--- config.mk ---
export PLATFORM = sky130hd
export DESIGN_NAME = rcpm_select
export DESIGN_NICKNAME = d
export VERILOG_FILES = /design/src/rtl/core/rcpm_pkg.sv /design/src/rtl/core/rcpm_select.sv
export SDC_FILE = /design/constraint.sdc
export NUM_CORES = 1
export LEC_CHECK = 0
export ABC_AREA = 1
export BUFFER_PORTS_ARGS = -buffer_cell sky130_fd_sc_hd__clkbuf_2
export CAP_MARGIN = 10
export CORE_MARGIN = 2
export CORE_UTILIZATION = 40
export DETAILED_ROUTE_END_ITERATION = 16
export PLACE_DENSITY = 0.72
export SYNTH_ARGS = -nofsm -noshare
export SYNTH_HDL_FRONTEND = slang
export SYNTH_SLANG_ARGS = --single-unit
export TNS_END_PERCENT = 100
--- constraint.sdc ---
create_clock -name clk -period 12.5 [get_ports clk]
set_input_delay 1.875 -clock clk [delete_from_list [all_inputs] [get_ports clk]]
set_output_delay 1.875 -clock clk [all_outputs]
set_load 0.02 [all_outputs]
--- src/rtl/core/rcpm_pkg.sv ---
`timescale 1ns / 1ps
// ----------------------------------------------------------------------------
// rcpm_pkg
// Shared types, constants and the built-in channel plan table.
// ----------------------------------------------------------------------------
package rcpm_pkg;

    localparam int TABLE_SIZE     = 14;
    localparam int NUM_PLANS_DEF  = 14;
    localparam int FREQ_W         = 32;
    localparam int IDX_W          = 4;
    localparam int CH_W           = 7;
    localparam int DEV_W          = 23;
    localparam int OFF_W          = 27;
    localparam int STEP_W         = 24;

    typedef struct packed {
        logic [FREQ_W-1:0] lo_hz;
        logic [FREQ_W-1:0] hi_hz;
        logic [STEP_W-1:0] step_hz;
        logic [CH_W-1:0]   count;
        logic              band;
    } plan_t;

    typedef struct packed {
        logic              ok;
        logic [CH_W-1:0]   ch;
        logic [DEV_W-1:0]  dev;
    } cand_t;

    typedef struct packed {
        logic              found;
        logic [IDX_W-1:0]  idx;
        logic [CH_W-1:0]   ch;
        logic [DEV_W-1:0]  dev;
    } best_t;

    function automatic plan_t plan_at(input logic [IDX_W-1:0] i);
        plan_t p;
        p = '0;
        case (i)
            4'd0:    p = '{32'd902000000, 32'd928000000, 24'd325000, 7'd80, 1'b0};
            4'd1:    p = '{32'd860000000, 32'd886000000, 24'd520000, 7'd50, 1'b0};
            4'd2:    p = '{32'd902165000, 32'd927905000, 24'd260000, 7'd100, 1'b0};
            4'd3:    p = '{32'd860165000, 32'd885905000, 24'd260000, 7'd100, 1'b0};
            4'd4:    p = '{32'd2400000000, 32'd2480000000, 24'd1000000, 7'd80, 1'b1};
            4'd5:    p = '{32'd2400000000, 32'd2483500000, 24'd10000000, 7'd8, 1'b1};
            4'd6:    p = '{32'd2400000000, 32'd2483500000, 24'd10000000, 7'd8, 1'b1};
            4'd7:    p = '{32'd2400000000, 32'd2483500000, 24'd10000000, 7'd8, 1'b1};
            4'd8:    p = '{32'd2400000000, 32'd2480000000, 24'd1000000, 7'd80, 1'b1};
            4'd9:    p = '{32'd2400000000, 32'd2480000000, 24'd2000000, 7'd40, 1'b1};
            4'd10:   p = '{32'd2405000000, 32'd2475000000, 24'd3043000, 7'd23, 1'b1};
            4'd11:   p = '{32'd2408000000, 32'd2475000000, 24'd1000000, 7'd67, 1'b1};
            4'd12:   p = '{32'd2408000000, 32'd2475000000, 24'd4187500, 7'd16, 1'b1};
            4'd13:   p = '{32'd2400000000, 32'd2480000000, 24'd1000000, 7'd80, 1'b1};
            default: p = '0;
        endcase
        return p;
    endfunction

endpackage

--- src/rtl/core/rcpm_select.sv ---
`timescale 1ns / 1ps
// ----------------------------------------------------------------------------
// rcpm_select
// Registered pick of the accepted lane with the smallest deviation.
// ----------------------------------------------------------------------------
module rcpm_select
    import rcpm_pkg::*;
#(
    parameter int NUM_PLANS = NUM_PLANS_DEF
)
(
    input  logic  clk,
    input  logic  en,
    input  cand_t cands [NUM_PLANS],
    output best_t best
);

    localparam int HALF = (NUM_PLANS + 1) / 2;

    best_t half_next [2];
    best_t half_reg  [2];
    best_t best_next;

    always_comb
    begin
        for (int h = 0; h < 2; h++)
        begin
            half_next[h] = '0;
            for (int p = h * HALF; p < NUM_PLANS && p < (h + 1) * HALF; p++)
            begin
                if (cands[p].ok && (!half_next[h].found || cands[p].dev < half_next[h].dev))
                begin
                    half_next[h] = '{1'b1, IDX_W'(p), cands[p].ch, cands[p].dev};
                end
            end
        end
        best_next = half_reg[0];
        if (half_reg[1].found && (!half_reg[0].found || half_reg[1].dev < half_reg[0].dev))
        begin
            best_next = half_reg[1];
        end
    end

    always_ff @(posedge clk)
    begin
        if (en)
        begin
            half_reg <= half_next;
            best     <= best_next;
        end
    end

endmodule

# Word-level counts from Yosys, hierarchy flattened
# Cells that the tools add are included.
word_totals:
  reg_bits: 105
  wordCells: 87
  output_inout_bits: 35
  in_bits: 436
classes:
  mux: 15
  reduce_logical: 43
  order_cmp: 13
op_table:
  columns: ["op", "n"]
  rows:
  - ["35-bit two-way mux", 13]
  - ["23-bit < comparator", 13]
  - ["30-bit two-way mux", 2]
  - ["1-bit logical AND", 13]
  - ["1-bit zero test", 13]
  - ["1-bit logical OR", 13]
  - ["6-bit OR reduction", 2]
  - ["3-bit OR reduction", 1]
  - ["2-bit OR reduction", 1]

# Depth between registers and ports, before layout
depth:
  ltp_word: 25
  depth_mapped: 90

# Least setup slack after synthesis
# Ideal clock, no wire load.
synth_timing:
  path_kind: "input to register"
  from: "in cands[433] (netlist bit)"
  to: "reg half_reg[39] (netlist bit), data pin"
  cell_stages: 75
  setup_slack_ns: 0.764
  arrival_time_ns: 11.483
  setup_ns: 0.253
  path_buffers: 8
  path_cell_list: "buf_2 -> buf_1 -> nand2_1 -> ha_1 -> nand2_1 -> inv_1 -> nand2_1 -> nand2_1 -> nand2_1 -> nand2_1 -> nand2_1 -> nand3_1 -> nand2_1 -> nand2_1 -> clkbuf_1 -> o21ai_0 -> ha_1 -> inv_1 -> [... 39 more ...] -> nand2_4 -> clkinv_1 -> clkbuf_1 -> o21ai_0 -> inv_1 -> ha_1 -> a21oi_1 -> nor2_1 -> a211oi_1 -> o221a_2 -> nor2_1 -> a211oi_1 -> nand2_1 -> nand2_4 -> nand2_4 -> buf_6 -> nand2_1 -> nand2_1"
synth_rtl:
  columns: ["element", "line", "rtl"]
  rows:
  - ["from (decl)", "rcpm_select.sv:14", "input cand_t cands [NUM_PLANS],"]
  - ["to (signal assigned)", "rcpm_select.sv:48", "half_reg <= half_next;"]
  - ["to (decl)", "rcpm_select.sv:21", "best_t half_reg [2];"]

==> impl_summary.md <==
Worst setup path
The setup path with the least slack is of type input pin to register. Across all register-to-register paths, the minimum setup slack is 9.26 ns. The maximum fanout count along the critical path is 20.

The startpoint identified for the worst register-to-register timing path is half_reg[37]$_DFFE_PP_. The critical path ends at half_reg[36]$_DFFE_PP_. The longest individual stage delay on the worst path is around 0.38 ns.

In this run the worst setup path begins at cands[433]. In this design, the critical path's most frequently occurring cell is sky130_fd_sc_hd__nand2_1. The critical path data required time is roughly 13 ns. The library cell contributing the largest single delay on the critical path is sky130_fd_sc_hd__o21ai_0. The worst setup path is launched from an input pin. The terminus of the critical flop-to-flop path is best[29]$_DFFE_PP_. The category of the worst setup path capture point is a register. The worst reg2reg path depth is 12. The signal arrival time at the worst endpoint is ~12 ns.

Finish
After routing the design area is 19600 um^2. The number of flip-flops in the largest register is between 60 and 70. The final cell count without fillers is roughly 3100. The library cells used most frequently in the layout, excluding fill and tap cells, are sky130_fd_sc_hd__nand2_1, sky130_fd_sc_hd__clkbuf_2, sky130_fd_sc_hd__ha_1. The library cell used most frequently in the layout, excluding fill and tap cells, is sky130_fd_sc_hd__nand2_1. The fraction of final layout cells sized beyond drive strength 1 is slightly below 30%. At the end of the flow, the number of nets in the layout was about 3400. At the end of the flow the core is filled with cells to between 50 and 60%.

The synthesis-to-layout area growth is 36.2%.

Clock tree
In this run the clock root is driven by a sky130_fd_sc_hd__clkbuf_16. The clock input transition at the sequential cells of the worst setup and hold paths is roughly 0.07 ns. TritonCTS built the clock tree. The number of buffers on the longest clock path is 2. The quantity of hold-fixing buffers added after cts is 0. The clock tree synthesis step divided the H-tree into 3 levels.

The clock sink count is 104. The worst-skew pair later-pin latency is 0.35 ns. The number of clock buffers added by TritonCTS is 9.

Logic synthesis
Each instance of the synthesized netlist takes up on average 6.87 um^2. Summed over its instances, the top area cell type makes up around 25% of the synthesized netlist area. Of the total synthesized cell area, the portion taken by AND, OR, NAND and NOR gates is approximately 28%. After synthesis, the cell types taking the most area are sky130_fd_sc_hd__ha_1, sky130_fd_sc_hd__edfxtp_1, sky130_fd_sc_hd__nand2_1. The number of nets in the synthesized netlist is 2812. Summing the areas of all compound-gate instances in the mapped netlist gives 18.0% of the synthesized area.

The synthesized design contains 104 register bits. The unique cell type count in the Yosys netlist is 36. Yosys printed 0 warnings. Summing every instance area after synthesis gives ~14000 um^2. The synthesized netlist devotes 24.9% of its cell area to adder and majority cells.

Summing the areas of all xor and xnor instances in the mapped netlist gives 0% of the synthesized area. The cell count after synthesis came out at 2090. Of the post-synthesis cell area, the part taken by muxes is less than 1%. The share of the Yosys chip area taken by registers is between 20% and 30%.

The dominant cell type by area after synthesis is sky130_fd_sc_hd__ha_1. The dominant combinational cell family by area after synthesis is simple AND/OR/NAND/NOR gates.

Detailed routing
For this run, design rule violations remaining after detail routing come to 0. The total routed wire length on the met1 layer is 25.2 mm. The routed design uses 3.85 mm of met3 wire. In the routed layout, each cell is associated on average with a via count of 5.42. The number of search-and-repair iterations in the first detailed-routing pass is 6. Summing over every cut layer, the via total after detailed routing is around 17000.

In this run, the number of DRC markers left after iteration 0 of detailed routing was about 1300. The routed wire length is between 50 and 60 mm. The highest metal layer with signal wires is met5. Summed over all nets, wire length on met2 after detailed routing comes to about 27 mm. Dividing the detail-routed wire length by the instance count gives about 18 um. Once detail routing completed, the nets flagged for antenna violations numbered 0.

Global routing
The via count of the first global-routing pass was ~15000. After global routing the overflow that remains totals 0. Entering global routing, the biggest net connects between 70 and 80 pins. The first global-routing pass estimated between 80 and 90 mm of wire.

The number of antenna violations at the first check in global routing is 13. For this run, the total global-route usage over all layers was measured as between 20% and 30%.

Timing
The share of the clock period used by the worst path is around 96%. At the pin with the least slew margin, the transition time is 1.03 ns. The remaining max-slew budget at the tightest pin is 31.2%.

The achievable frequency is 83.7 MHz. Setup violations remaining at the end of the flow were counted as 0. The hold violation total from the final report is 0.

The post-route clock skew is 0.00720 ns. The max-slew violation count is 0. The post-route minimum period is 11.95 ns. After routing, the total negative slack on setup checks comes to 0 ns.

Pwr
The total power per unit cell area is around 130 nW/um^2. The completed layout was analyzed and its total power is approximately 2.5 mW. The maximum resistive drop on vdd is between 0.0001 and 0.00015 V. The leakage power is around 10 nW.

Die
The floorplan step defined a core boundary enclosing about 35000 um^2. Once the floorplan was initialized, standard cells occupied between 40 and 50% of the core. The vertical extent of the die is approximately 190 um. The full die area is about 37000 um^2.

The die boundary width is 193 um. The number of placed I/O pins is 471. The count of standard-cell rows is 69.

Placement
In this run, placement finished with an instance count of between 3000 and 4000. The count of buffers added on input and output ports is 470. The final weighted congestion of routability-driven global placement is 1.02. The placement-stage cell area is roughly 18000 um^2. Once detailed placement completed, the half-perimeter wirelength came to 47.9 mm.

Worst hold path
The class of the worst hold path is register to register.

Run
The max-capacitance violation count is 0.

Status
The run finished with clean final reports.
-- metrics by stage --
| stage | worst slack [ns] | hold slack, ns |
|---|---|---|
| finish | 0.547 | 0.543 |
| global placement | -0.263 | 0.523 |
| global route | -0.226 | 0.564 |
| CTS | 0.0614 | 0.546 |
| floorplan | 0.764 | 0.508 |
| detailed placement | -0.415 | 0.523 |
-- worst min path at each step --
stage	cells past startpoint	slack, ns	start	to
after global placement	1	0.52	half_reg[69]$_SDFFCE_PP1P_	best[34]$_DFFE_PP_
after detailed placement	1	0.52	half_reg[69]$_SDFFCE_PP1P_	best[34]$_DFFE_PP_
after CTS	1	0.55	half_reg[69]$_SDFFCE_PP1P_	best[34]$_DFFE_PP_
after floorplan	1	0.51	half_reg[34]$_SDFFCE_PP1P_	best[34]$_DFFE_PP_
final	1	0.54	half_reg[69]$_SDFFCE_PP1P_	best[34]$_DFFE_PP_
after global routing	1	0.56	half_reg[23]$_DFFE_PP_	best[23]$_DFFE_PP_
-- per-layer routing --
metal,vias up,GRT usage [%]
li1,8428,-
met1,7705,38.0
met2,667,45.1
met3,102,3.63
met4,6,9.41
met5,-,0
-- cells in the mapped netlist --
cell,number
sky130_fd_sc_hd__o41ai_1,1
sky130_fd_sc_hd__nor3_1,3
sky130_fd_sc_hd__a21oi_1,143
sky130_fd_sc_hd__nand2_2,9
sky130_fd_sc_hd__nand4_1,29
sky130_fd_sc_hd__nor2_1,111
sky130_fd_sc_hd__a211oi_1,26
sky130_fd_sc_hd__a221oi_1,2
sky130_fd_sc_hd__and2_1,2
sky130_fd_sc_hd__o21ai_0,244
sky130_fd_sc_hd__nand2_1,689
sky130_fd_sc_hd__o21ai_1,1
sky130_fd_sc_hd__buf_2,9
sky130_fd_sc_hd__a31oi_1,22
sky130_fd_sc_hd__nor4_1,13
sky130_fd_sc_hd__inv_2,1
sky130_fd_sc_hd__clkinv_1,5
sky130_fd_sc_hd__edfxtp_1,104
sky130_fd_sc_hd__buf_6,3
sky130_fd_sc_hd__buf_4,7
sky130_fd_sc_hd__mux2_2,10
sky130_fd_sc_hd__ha_1,286
sky130_fd_sc_hd__o221ai_1,11
sky130_fd_sc_hd__nand3b_1,1
sky130_fd_sc_hd__nor3b_1,1
sky130_fd_sc_hd__or3_1,3
sky130_fd_sc_hd__o221a_2,2
sky130_fd_sc_hd__nand2_4,6
sky130_fd_sc_hd__a21o_1,6
sky130_fd_sc_hd__nand3_1,106
sky130_fd_sc_hd__clkbuf_1,62
sky130_fd_sc_hd__or2_2,3
sky130_fd_sc_hd__buf_1,1
sky130_fd_sc_hd__o21a_1,2
sky130_fd_sc_hd__inv_1,151
sky130_fd_sc_hd__o211ai_1,15
-- final cells by class --
class | count | area, um^2
clock inverter | 6 | 73.8
fill | 3358 | 15900
antenna | 11 | 27.5
inverter | 157 | 601
tap | 461 | 577
timing repair buffer | 615 | 3870
sequential | 104 | 3120
multi-input combinational | 1755 | 11000
clock buffer | 10 | 229
timing repair inverter | 2 | 12.5
-- worst max-delay path: cells and delay by family --
family                   cells  cell delay [ns]
AO/OA/AOI/OAI               13             2.33
adder cells (fa/ha/maj)      6             1.89
AND/OR/NAND/NOR             38             4.25
buffers and inverters       11             1.70
-- kinds of logic after synthesis --
group	Yosys count
AO/OA/AOI/OAI	475
adder cells (fa/ha/maj)	286
buffers and inverters	239
flip-flops	104
multiplexers	10
AND/OR/NAND/NOR	976
-- what timing repair did --
item | 4_1_cts | 5_1_grt
pin swaps | 0 | 57
setup endpoints to repair | 30 | 69
cloned | 0 | 23
gates resized for setup | 4 | 274
endpoints found under the hold margin | 0 | 0
setup buffers | 0 | 18
-- power breakdown --
part	total (mW)	switching, mW	internal, mW
Combinational	1.63	0.959	0.669
Sequential	0.550	0.0405	0.509
Clock	0.286	0.127	0.159
Note: power is estimated with default switching activity, not from simulation.
