--- config.mk ---
export PLATFORM = sky130hd
export DESIGN_NAME = rcpm_lane
export DESIGN_NICKNAME = d
export VERILOG_FILES = /design/src/rtl/core/rcpm_pkg.sv /design/src/rtl/core/rcpm_lane.sv
export SDC_FILE = /design/constraint.sdc
export NUM_CORES = 1
export LEC_CHECK = 0
export BUFFER_PORTS_ARGS = -buffer_cell sky130_fd_sc_hd__buf_2
export CAP_MARGIN = 20
export CORE_UTILIZATION = 42
export CTS_BUF_LIST = sky130_fd_sc_hd__clkbuf_4
export DETAILED_ROUTE_END_ITERATION = 6
export GPL_TIMING_DRIVEN = 0
export PLACE_DENSITY_LB_ADDON = 0.2
export SYNTH_ARGS = -nofsm -noshare
export SYNTH_HDL_FRONTEND = slang
export SYNTH_SLANG_ARGS = --single-unit
--- constraint.sdc ---
create_clock -name clk -period 8.92 [get_ports clk]
set_input_delay 1.338 -clock clk [delete_from_list [all_inputs] [get_ports clk]]
set_output_delay 1.338 -clock clk [all_outputs]
set_load 0.02 [all_outputs]
--- src/rtl/core/rcpm_pkg.sv ---
`timescale 1ns / 1ps
// ----------------------------------------------------------------------------
// rcpm_pkg
// Shared types, constants and the built-in channel plan table.
// ----------------------------------------------------------------------------
package rcpm_pkg;

    localparam int TABLE_SIZE     = 14;
    localparam int NUM_PLANS_DEF  = 14;
    localparam int FREQ_W         = 32;
    localparam int IDX_W          = 4;
    localparam int CH_W           = 7;
    localparam int DEV_W          = 23;
    localparam int OFF_W          = 27;
    localparam int STEP_W         = 24;

    typedef struct packed {
        logic [FREQ_W-1:0] lo_hz;
        logic [FREQ_W-1:0] hi_hz;
        logic [STEP_W-1:0] step_hz;
        logic [CH_W-1:0]   count;
        logic              band;
    } plan_t;

    typedef struct packed {
        logic              ok;
        logic [CH_W-1:0]   ch;
        logic [DEV_W-1:0]  dev;
    } cand_t;

    typedef struct packed {
        logic              found;
        logic [IDX_W-1:0]  idx;
        logic [CH_W-1:0]   ch;
        logic [DEV_W-1:0]  dev;
    } best_t;

    function automatic plan_t plan_at(input logic [IDX_W-1:0] i);
        plan_t p;
        p = '0;
        case (i)
            4'd0:    p = '{32'd902000000, 32'd928000000, 24'd325000, 7'd80, 1'b0};
            4'd1:    p = '{32'd860000000, 32'd886000000, 24'd520000, 7'd50, 1'b0};
            4'd2:    p = '{32'd902165000, 32'd927905000, 24'd260000, 7'd100, 1'b0};
            4'd3:    p = '{32'd860165000, 32'd885905000, 24'd260000, 7'd100, 1'b0};
            4'd4:    p = '{32'd2400000000, 32'd2480000000, 24'd1000000, 7'd80, 1'b1};
            4'd5:    p = '{32'd2400000000, 32'd2483500000, 24'd10000000, 7'd8, 1'b1};
            4'd6:    p = '{32'd2400000000, 32'd2483500000, 24'd10000000, 7'd8, 1'b1};
            4'd7:    p = '{32'd2400000000, 32'd2483500000, 24'd10000000, 7'd8, 1'b1};
            4'd8:    p = '{32'd2400000000, 32'd2480000000, 24'd1000000, 7'd80, 1'b1};
            4'd9:    p = '{32'd2400000000, 32'd2480000000, 24'd2000000, 7'd40, 1'b1};
            4'd10:   p = '{32'd2405000000, 32'd2475000000, 24'd3043000, 7'd23, 1'b1};
            4'd11:   p = '{32'd2408000000, 32'd2475000000, 24'd1000000, 7'd67, 1'b1};
            4'd12:   p = '{32'd2408000000, 32'd2475000000, 24'd4187500, 7'd16, 1'b1};
            4'd13:   p = '{32'd2400000000, 32'd2480000000, 24'd1000000, 7'd80, 1'b1};
            default: p = '0;
        endcase
        return p;
    endfunction

endpackage

--- src/rtl/core/rcpm_lane.sv ---
`timescale 1ns / 1ps
// ----------------------------------------------------------------------------
// rcpm_lane
// One plan lane: range check, nearest channel by reciprocal, deviation check.
// ----------------------------------------------------------------------------
module rcpm_lane
    import rcpm_pkg::*;
#(
    parameter int PLAN = 0
)
(
    input  logic              clk,
    input  logic              en,
    input  logic [FREQ_W-1:0] freq_hz,
    input  logic              band_select,
    output cand_t             cand
);

    localparam plan_t P       = plan_at(IDX_W'(PLAN));
    localparam int    RSH     = 40;
    localparam longint RECIP  = ((64'd1 << RSH) + longint'(P.step_hz) - 1)
                                / longint'(P.step_hz);

    logic              in_reg;
    logic [OFF_W-1:0]  off_reg;
    logic [OFF_W-1:0]  q_next;
    logic [CH_W+1:0]   q_reg;
    logic [OFF_W+STEP_W-1:0] prod;
    logic [OFF_W:0]    rem;
    logic [CH_W+1:0]   ch;
    logic [OFF_W:0]    dev;
    logic              ok;
    logic [CH_W-1:0]   ch_reg;
    logic [DEV_W-1:0]  dev_reg;
    logic              ok_reg;
    logic [OFF_W+STEP_W-1:0] cen;
    logic [OFF_W+STEP_W-1:0] cen_reg;
    logic [OFF_W-1:0]  off3_reg;
    logic              in3_reg;
    logic [CH_W+1:0]   q3_reg;

    logic [FREQ_W:0]   diff;
    logic [OFF_W+RSH+2:0] qm;

    assign diff = {1'b0, freq_hz} - {1'b0, P.lo_hz};
    assign qm   = (OFF_W+RSH+3)'(diff[OFF_W-1:0]) * (OFF_W+RSH+3)'(RECIP);
    assign q_next = OFF_W'(qm >> RSH);

    always_ff @(posedge clk)
    begin
        if (en)
        begin
            in_reg  <= (band_select == P.band) && (freq_hz >= P.lo_hz)
                       && (freq_hz <= P.hi_hz);
            off_reg <= diff[OFF_W-1:0];
            q_reg   <= (CH_W+2)'(q_next);
        end
    end

    assign prod = (OFF_W+STEP_W)'(q_reg) * (OFF_W+STEP_W)'(P.step_hz);

    always_ff @(posedge clk)
    begin
        if (en)
        begin
            cen_reg  <= prod;
            off3_reg <= off_reg;
            in3_reg  <= in_reg;
            q3_reg   <= q_reg;
        end
    end

    always_comb
    begin
        cen = cen_reg;
        ch  = q3_reg;
        rem = (OFF_W+1)'(off3_reg) - (OFF_W+1)'(cen[OFF_W-1:0]);
        if (cen > (OFF_W+STEP_W)'(off3_reg))
        begin
            ch  = q3_reg - 1'b1;
            rem = (OFF_W+1)'(off3_reg) + (OFF_W+1)'(P.step_hz)
                  - (OFF_W+1)'(cen[OFF_W-1:0]);
        end
        if ((rem << 1) >= (OFF_W+1)'(P.step_hz))
        begin
            ch  = ch + 1'b1;
            dev = (OFF_W+1)'(P.step_hz) - rem;
        end
        else
        begin
            dev = rem;
        end
        ok = in3_reg && (ch < (CH_W+2)'(P.count)) && ((dev << 1) < (OFF_W+1)'(P.step_hz));
    end

    always_ff @(posedge clk)
    begin
        if (en)
        begin
            ok_reg  <= ok;
            ch_reg  <= ch[CH_W-1:0];
            dev_reg <= dev[DEV_W-1:0];
        end
    end

    assign cand = '{ok_reg, ch_reg, dev_reg};

endmodule

# Word level (Yosys, flattened, before mapping)
# Cells that the tools add are included.
[word_totals]
register_bits = 130
latch_bits = 0
ramBits = 0
romBits = 0
in_bits = 35
output_inout_bits = 31
mem_count = 0
[classes]
add_sub_neg = 7
multipliers = 2
n_div = 0
order_cmp = 6
eq_ne = 0
n_shift = 0
mux = 4
bitwise = 1
reduce_logical = 4
[op_table]
columns = ["op", "n"]
rows = [
  ["$mux W27", 2],
  ["$sub A27 B27 Y27", 2],
  ["$mul A27 B22 Y49 const B", 1],
  ["$ge A32 B30 Y1 const B", 1],
  ["$le A32 B30 Y1 const B", 1],
  ["$ge A28 B19 Y1 const B", 1],
  ["$gt A28 B27 Y1", 1],
  ["$lt A28 B19 Y1 const B", 1],
  ["$add A27 B19 Y27 const B", 1],
  ["$sub A19 B27 Y27 const A", 1],
  ["$sub A27 B27 Y27 const B", 1],
  ["$mul A9 B16 Y25 const B", 1],
  ["$mux W9", 2],
  ["$add A9 B1 Y9 const B", 1],
  ["$lt A9 B7 Y1 const B", 1],
  ["$sub A9 B1 Y9 const B", 1],
  ["$logic_and A1 B1 Y1", 4],
  ["$not A1 Y1", 1],
]

# Depth between registers and ports, before layout
[depth]
ltp_word = 8
ltp_mapped = 37

# Least setup slack after synthesis
# No wires, ideal clock.
[synth_path]
path_type = "input-to-reg"
startpoint = "in freq_hz[7]"
endpoint = "reg q_reg[8], data pin"
t_arrival_ns = 9.417
slack_ns = -0.757
cell_stages = 37
n_path_buf = 0
path_cell_list = "ha_1 -> or2_2 -> a31oi_1 -> nand3b_1 -> nand2b_1 -> nand2_1 -> xor2_1 -> inv_1 -> and2_1 -> nor2_1 -> inv_1 -> fa_1 -> inv_1 -> fa_1 -> inv_1 -> fa_1 -> inv_1 -> fa_1 -> fa_1 -> inv_1 -> fa_1 -> inv_1 -> ha_1 -> a21o_1 -> a21o_1 -> a21o_1 -> a21o_1 -> a21o_1 -> a211oi_1 -> o21ai_0 -> a31oi_1 -> o21ai_0 -> o41a_1 -> o21a_1 -> o21a_1 -> nor2_1 -> xnor2_1"
[synth_via]
elab_chain_len = 2
[synth_lines]
columns = ["element", "line", "rtl"]
rows = [
  ["start, declared", "rcpm_lane.sv:14", "input logic [FREQ_W-1:0] freq_hz,"],
  ["$sub A27 B27 Y27", "rcpm_lane.sv:45", "assign diff = {1'b0, freq_hz} - {1'b0, P.lo_hz};"],
  ["named net diff[17]", "rcpm_lane.sv:42", "logic [FREQ_W:0] diff;"],
  ["$mul A27 B22 Y49", "rcpm_lane.sv:46", "assign qm = (OFF_W+RSH+3)'(diff[OFF_W-1:0]) * (OFF_W+RSH+3)'(RECIP);"],
  ["named net q_next[8]", "rcpm_lane.sv:26", "logic [OFF_W-1:0] q_next;"],
  ["end signal, assigned", "rcpm_lane.sv:56", "q_reg <= (CH_W+2)'(q_next);"],
  ["end, declared", "rcpm_lane.sv:27", "logic [CH_W+1:0] q_reg;"],
]
# The timed path passes the listed nets, and every way through them passes these cells.
# A chain may end at the register's enable or synchronous reset.

# Final worst setup path
# Same ends and word-level chain as after synthesis.

==> results.py <==
metrics = {
    "sta": {
        "fin_ws_ns": 0.241,
        "maxClockFrequency_mhz": 115,
        "hold_viol_final": 0,
        "setup_violations": 0,
        "clock_skew_ns": 0.0359,
        "fin_crit_sh_pct": 97.3,
        "holdWs_ns": 0.423,
        "fin_crit_ns": 8.68,
        "maxSlewHeadroom_pct": 30.4,
        "tightest_slew_ns": 1.04,
        "rsz0062_at_grt": "no",
        "maxSlewViolCount": 0,
    },
    "floorplanning": {
        "rows": 83,
        "dieArea_um2": 53800,
        "pin_count": 66,
        "start_util_pct": 42.9,
        "coreArea_um2": 51700,
        "die-width_um": 232,
        "dieHeight_um": 232,
    },
    "placed_design": {
        "place.gp.congestion": 0.890,
        "portBuffers": 60,
        "hpwl_um": 48000,
        "dpl_worst_slack_ns": -1.53,
    },
    "critical_path": {
        "r2r-end": "ok_reg$_DFFE_PP_",
        "end_kind": "register",
        "reg2reg_from": "q3_reg[0]$_DFFE_PP_",
        "slowest_delay_ns": 0.56,
        "worstSetupPathType": "in2reg",
        "required_ns": 9.27,
        "cp-start-kind": "primary input",
        "cp_max_fo": 6,
        "r2r_cells": 17,
        "arrival_ns": 9.02,
        "cp_slowest_cell": "fa_2",
        "ff2ff_setup_slack_ns": 2.98,
    },
    "routing": {
        "drt_iter0_drc": 911,
        "drt-pass1-iter-count": 5,
        "viasPerCell": 5.19,
        "drcViolationCount": 0,
        "num_vias": 16004,
        "totalWireLength_um": 57300,
        "wire_per_inst_um": 18.6,
        "ant_nets": 0,
    },
    "layout": {
        "layout_common_cells": "517 x inv_1, 347 x ha_1, 287 x fa_1, 126 x edfxtp_1, 103 x xnor2_1",
        "area_growth_pct": 11.8,
        "final_common_cell": "inv_1",
        "drive_gt1_share_pct": 11.8,
        "n_fill_cell": 4832,
        "fin_nets": 3072,
    },
    "clock_network": {
        "cts_buffers": 17,
        "cts-hold-fix-buffers": 0,
        "root_buffer": "clkbuf_4",
        "cts.path.max_buffers": 2,
        "clk_latency_ns": 0.60,
        "cts_max_level": 4,
        "path_clk_slew_ns": 0.13,
        "cts.sinks": 126,
        "cts_tree": "done",
    },
    "synth": {
        "synth.distinct_cells": 87,
        "synth.largest_area_cell": "fa_1",
        "async_flop_share_pct": 0,
        "synth_edf_count": 126,
        "synthCells": 2252,
        "syn_avg_cell_area_um2": 9.86,
        "yosysWarnings": 0,
        "synthTopCellsByArea": "fa_1 26%, ha_1 20%, edfxtp_1 17%",
        "seq_area_frac_synth_pct": 17.0,
        "synth_ff_type": "edfxtp_1",
        "synth_top_area_share_pct": 26.3,
        "synthesis.nets": 2937,
        "syn_area_um2": 22200,
        "ys_seq_elements": 126,
    },
    "run_status": {
        "outcome": "complete, no violations",
    },
    "grt": {
        "grt_max_degree": 83,
        "grtUsageTotal_pct": 22.0,
        "grt-ovfl-total": 0,
        "grt_antenna_before_repair": 1,
        "grt_pass1_vias": 16699,
        "grt_pass1_wl_um": 90600,
    },
    "worst_hold_path": {
        "hold_path_depth": 0,
        "hold_start": "off_reg[3]$_DFFE_PP_",
        "holdPathEnd": "off3_reg[3]$_DFFE_PP_",
        "hold_class": "reg2reg",
    },
    "flow_run": {
        "maxCapViolations": 0,
    },
}
## cells in the mapped netlist (4+ instances only)
library cell	count
nand2b_1	19
edfxtp_1	126
nor2b_1	24
ha_1	358
and2_1	21
a31oi_1	19
buf_4	5
fa_1	292
nand4_1	25
o21ai_0	52
nand3_1	32
a21oi_1	90
and3_1	10
or2_2	8
a311oi_1	6
xnor2_1	114
mux2i_1	14
o211ai_1	12
a211oi_1	13
nand2_1	98
o21a_1	12
nor2_1	74
nor3_1	29
o21bai_1	21
o221ai_1	4
or4_1	4
buf_2	9
o21ai_1	5
a21boi_0	4
inv_1	536
o31ai_1	6
a21o_1	30
and4_1	5
nand3b_1	4
o2111ai_1	7
nor4_1	15
clkbuf_1	16
xor2_1	47
## worst max-delay path, delay by kind of cell
kind / cells / cell delay, ns
buffers and inverters: 4 / 0.45
AO/OA/AOI/OAI: 10 / 2.07
AND/OR/NAND/NOR: 7 / 1.02
XOR/XNOR: 2 / 0.43
adder cells (fa/ha/maj): 9 / 3.67
## per-layer routing
metal  GRT usage [%]  vias up  share of wire, %
li1                -     7695                 -
met1            28.3     7898                45
met5               0        -                 0
met3            2.64       74               3.3
met4            5.86        0               2.3
met2            38.6      337                50
## layout make-up
cell class	count	area (um2)	share of cell area (%)
Clock inverter	13	103	0.413
Multi-Input combinational cell	1557	16900	68.1
Tap cell	680	851	3.43
Antenna cell	1	2.50	0.0101
Inverter	537	2050	8.24
Buffer	31	166	0.670
Sequential cell	126	3780	15.2
Timing Repair Buffer	117	816	3.29
Clock buffer	19	143	0.575
## worst max path at each step
stage,startpoint,end,slack (ns),depth (start not counted)
6_report,freq_hz[7],q_reg[8]$_DFFE_PP_,0.24,32
5_1_grt,freq_hz[7],q_reg[8]$_DFFE_PP_,0.004,36
4_1_cts,freq_hz[8],q_reg[8]$_DFFE_PP_,0.007,35
3_5_place_dp,freq_hz[7],q_reg[8]$_DFFE_PP_,-1.53,34
3_3_place_gp,freq_hz[7],q_reg[8]$_DFFE_PP_,-1.50,34
2_1_floorplan,freq_hz[7],q_reg[8]$_DFFE_PP_,-0.001,33
## through the flow
step	util, %	cell area, um2	instances	setup TNS (ns)
finish	48.0	24800	3081	0
global route	48.0	24800	3081	0
CTS	47.3	24500	3051	0
detailed placement	45.9	23800	2996	-8.33
global placement	45.8	23700	2992	-8.14
floorplan	-	22500	2252	-0.00127
## logic make-up after synthesis
logic type	synth area share, %
fa+ha+maj	46.5
buf+inv	9.76
simple gates	9.49
compound gates	9.99
xor+xnor	6.43
flops	17.0
mux	0.783
## timing repair
action	in CTS	in global routing
endpoints found under the setup margin	6	3
pin swaps	12	41
buffers inserted	24	29
resized for setup	53	33
Power is not shown: default switching activity piles up to over one toggle a cycle in this logic, so the estimate is an artifact.
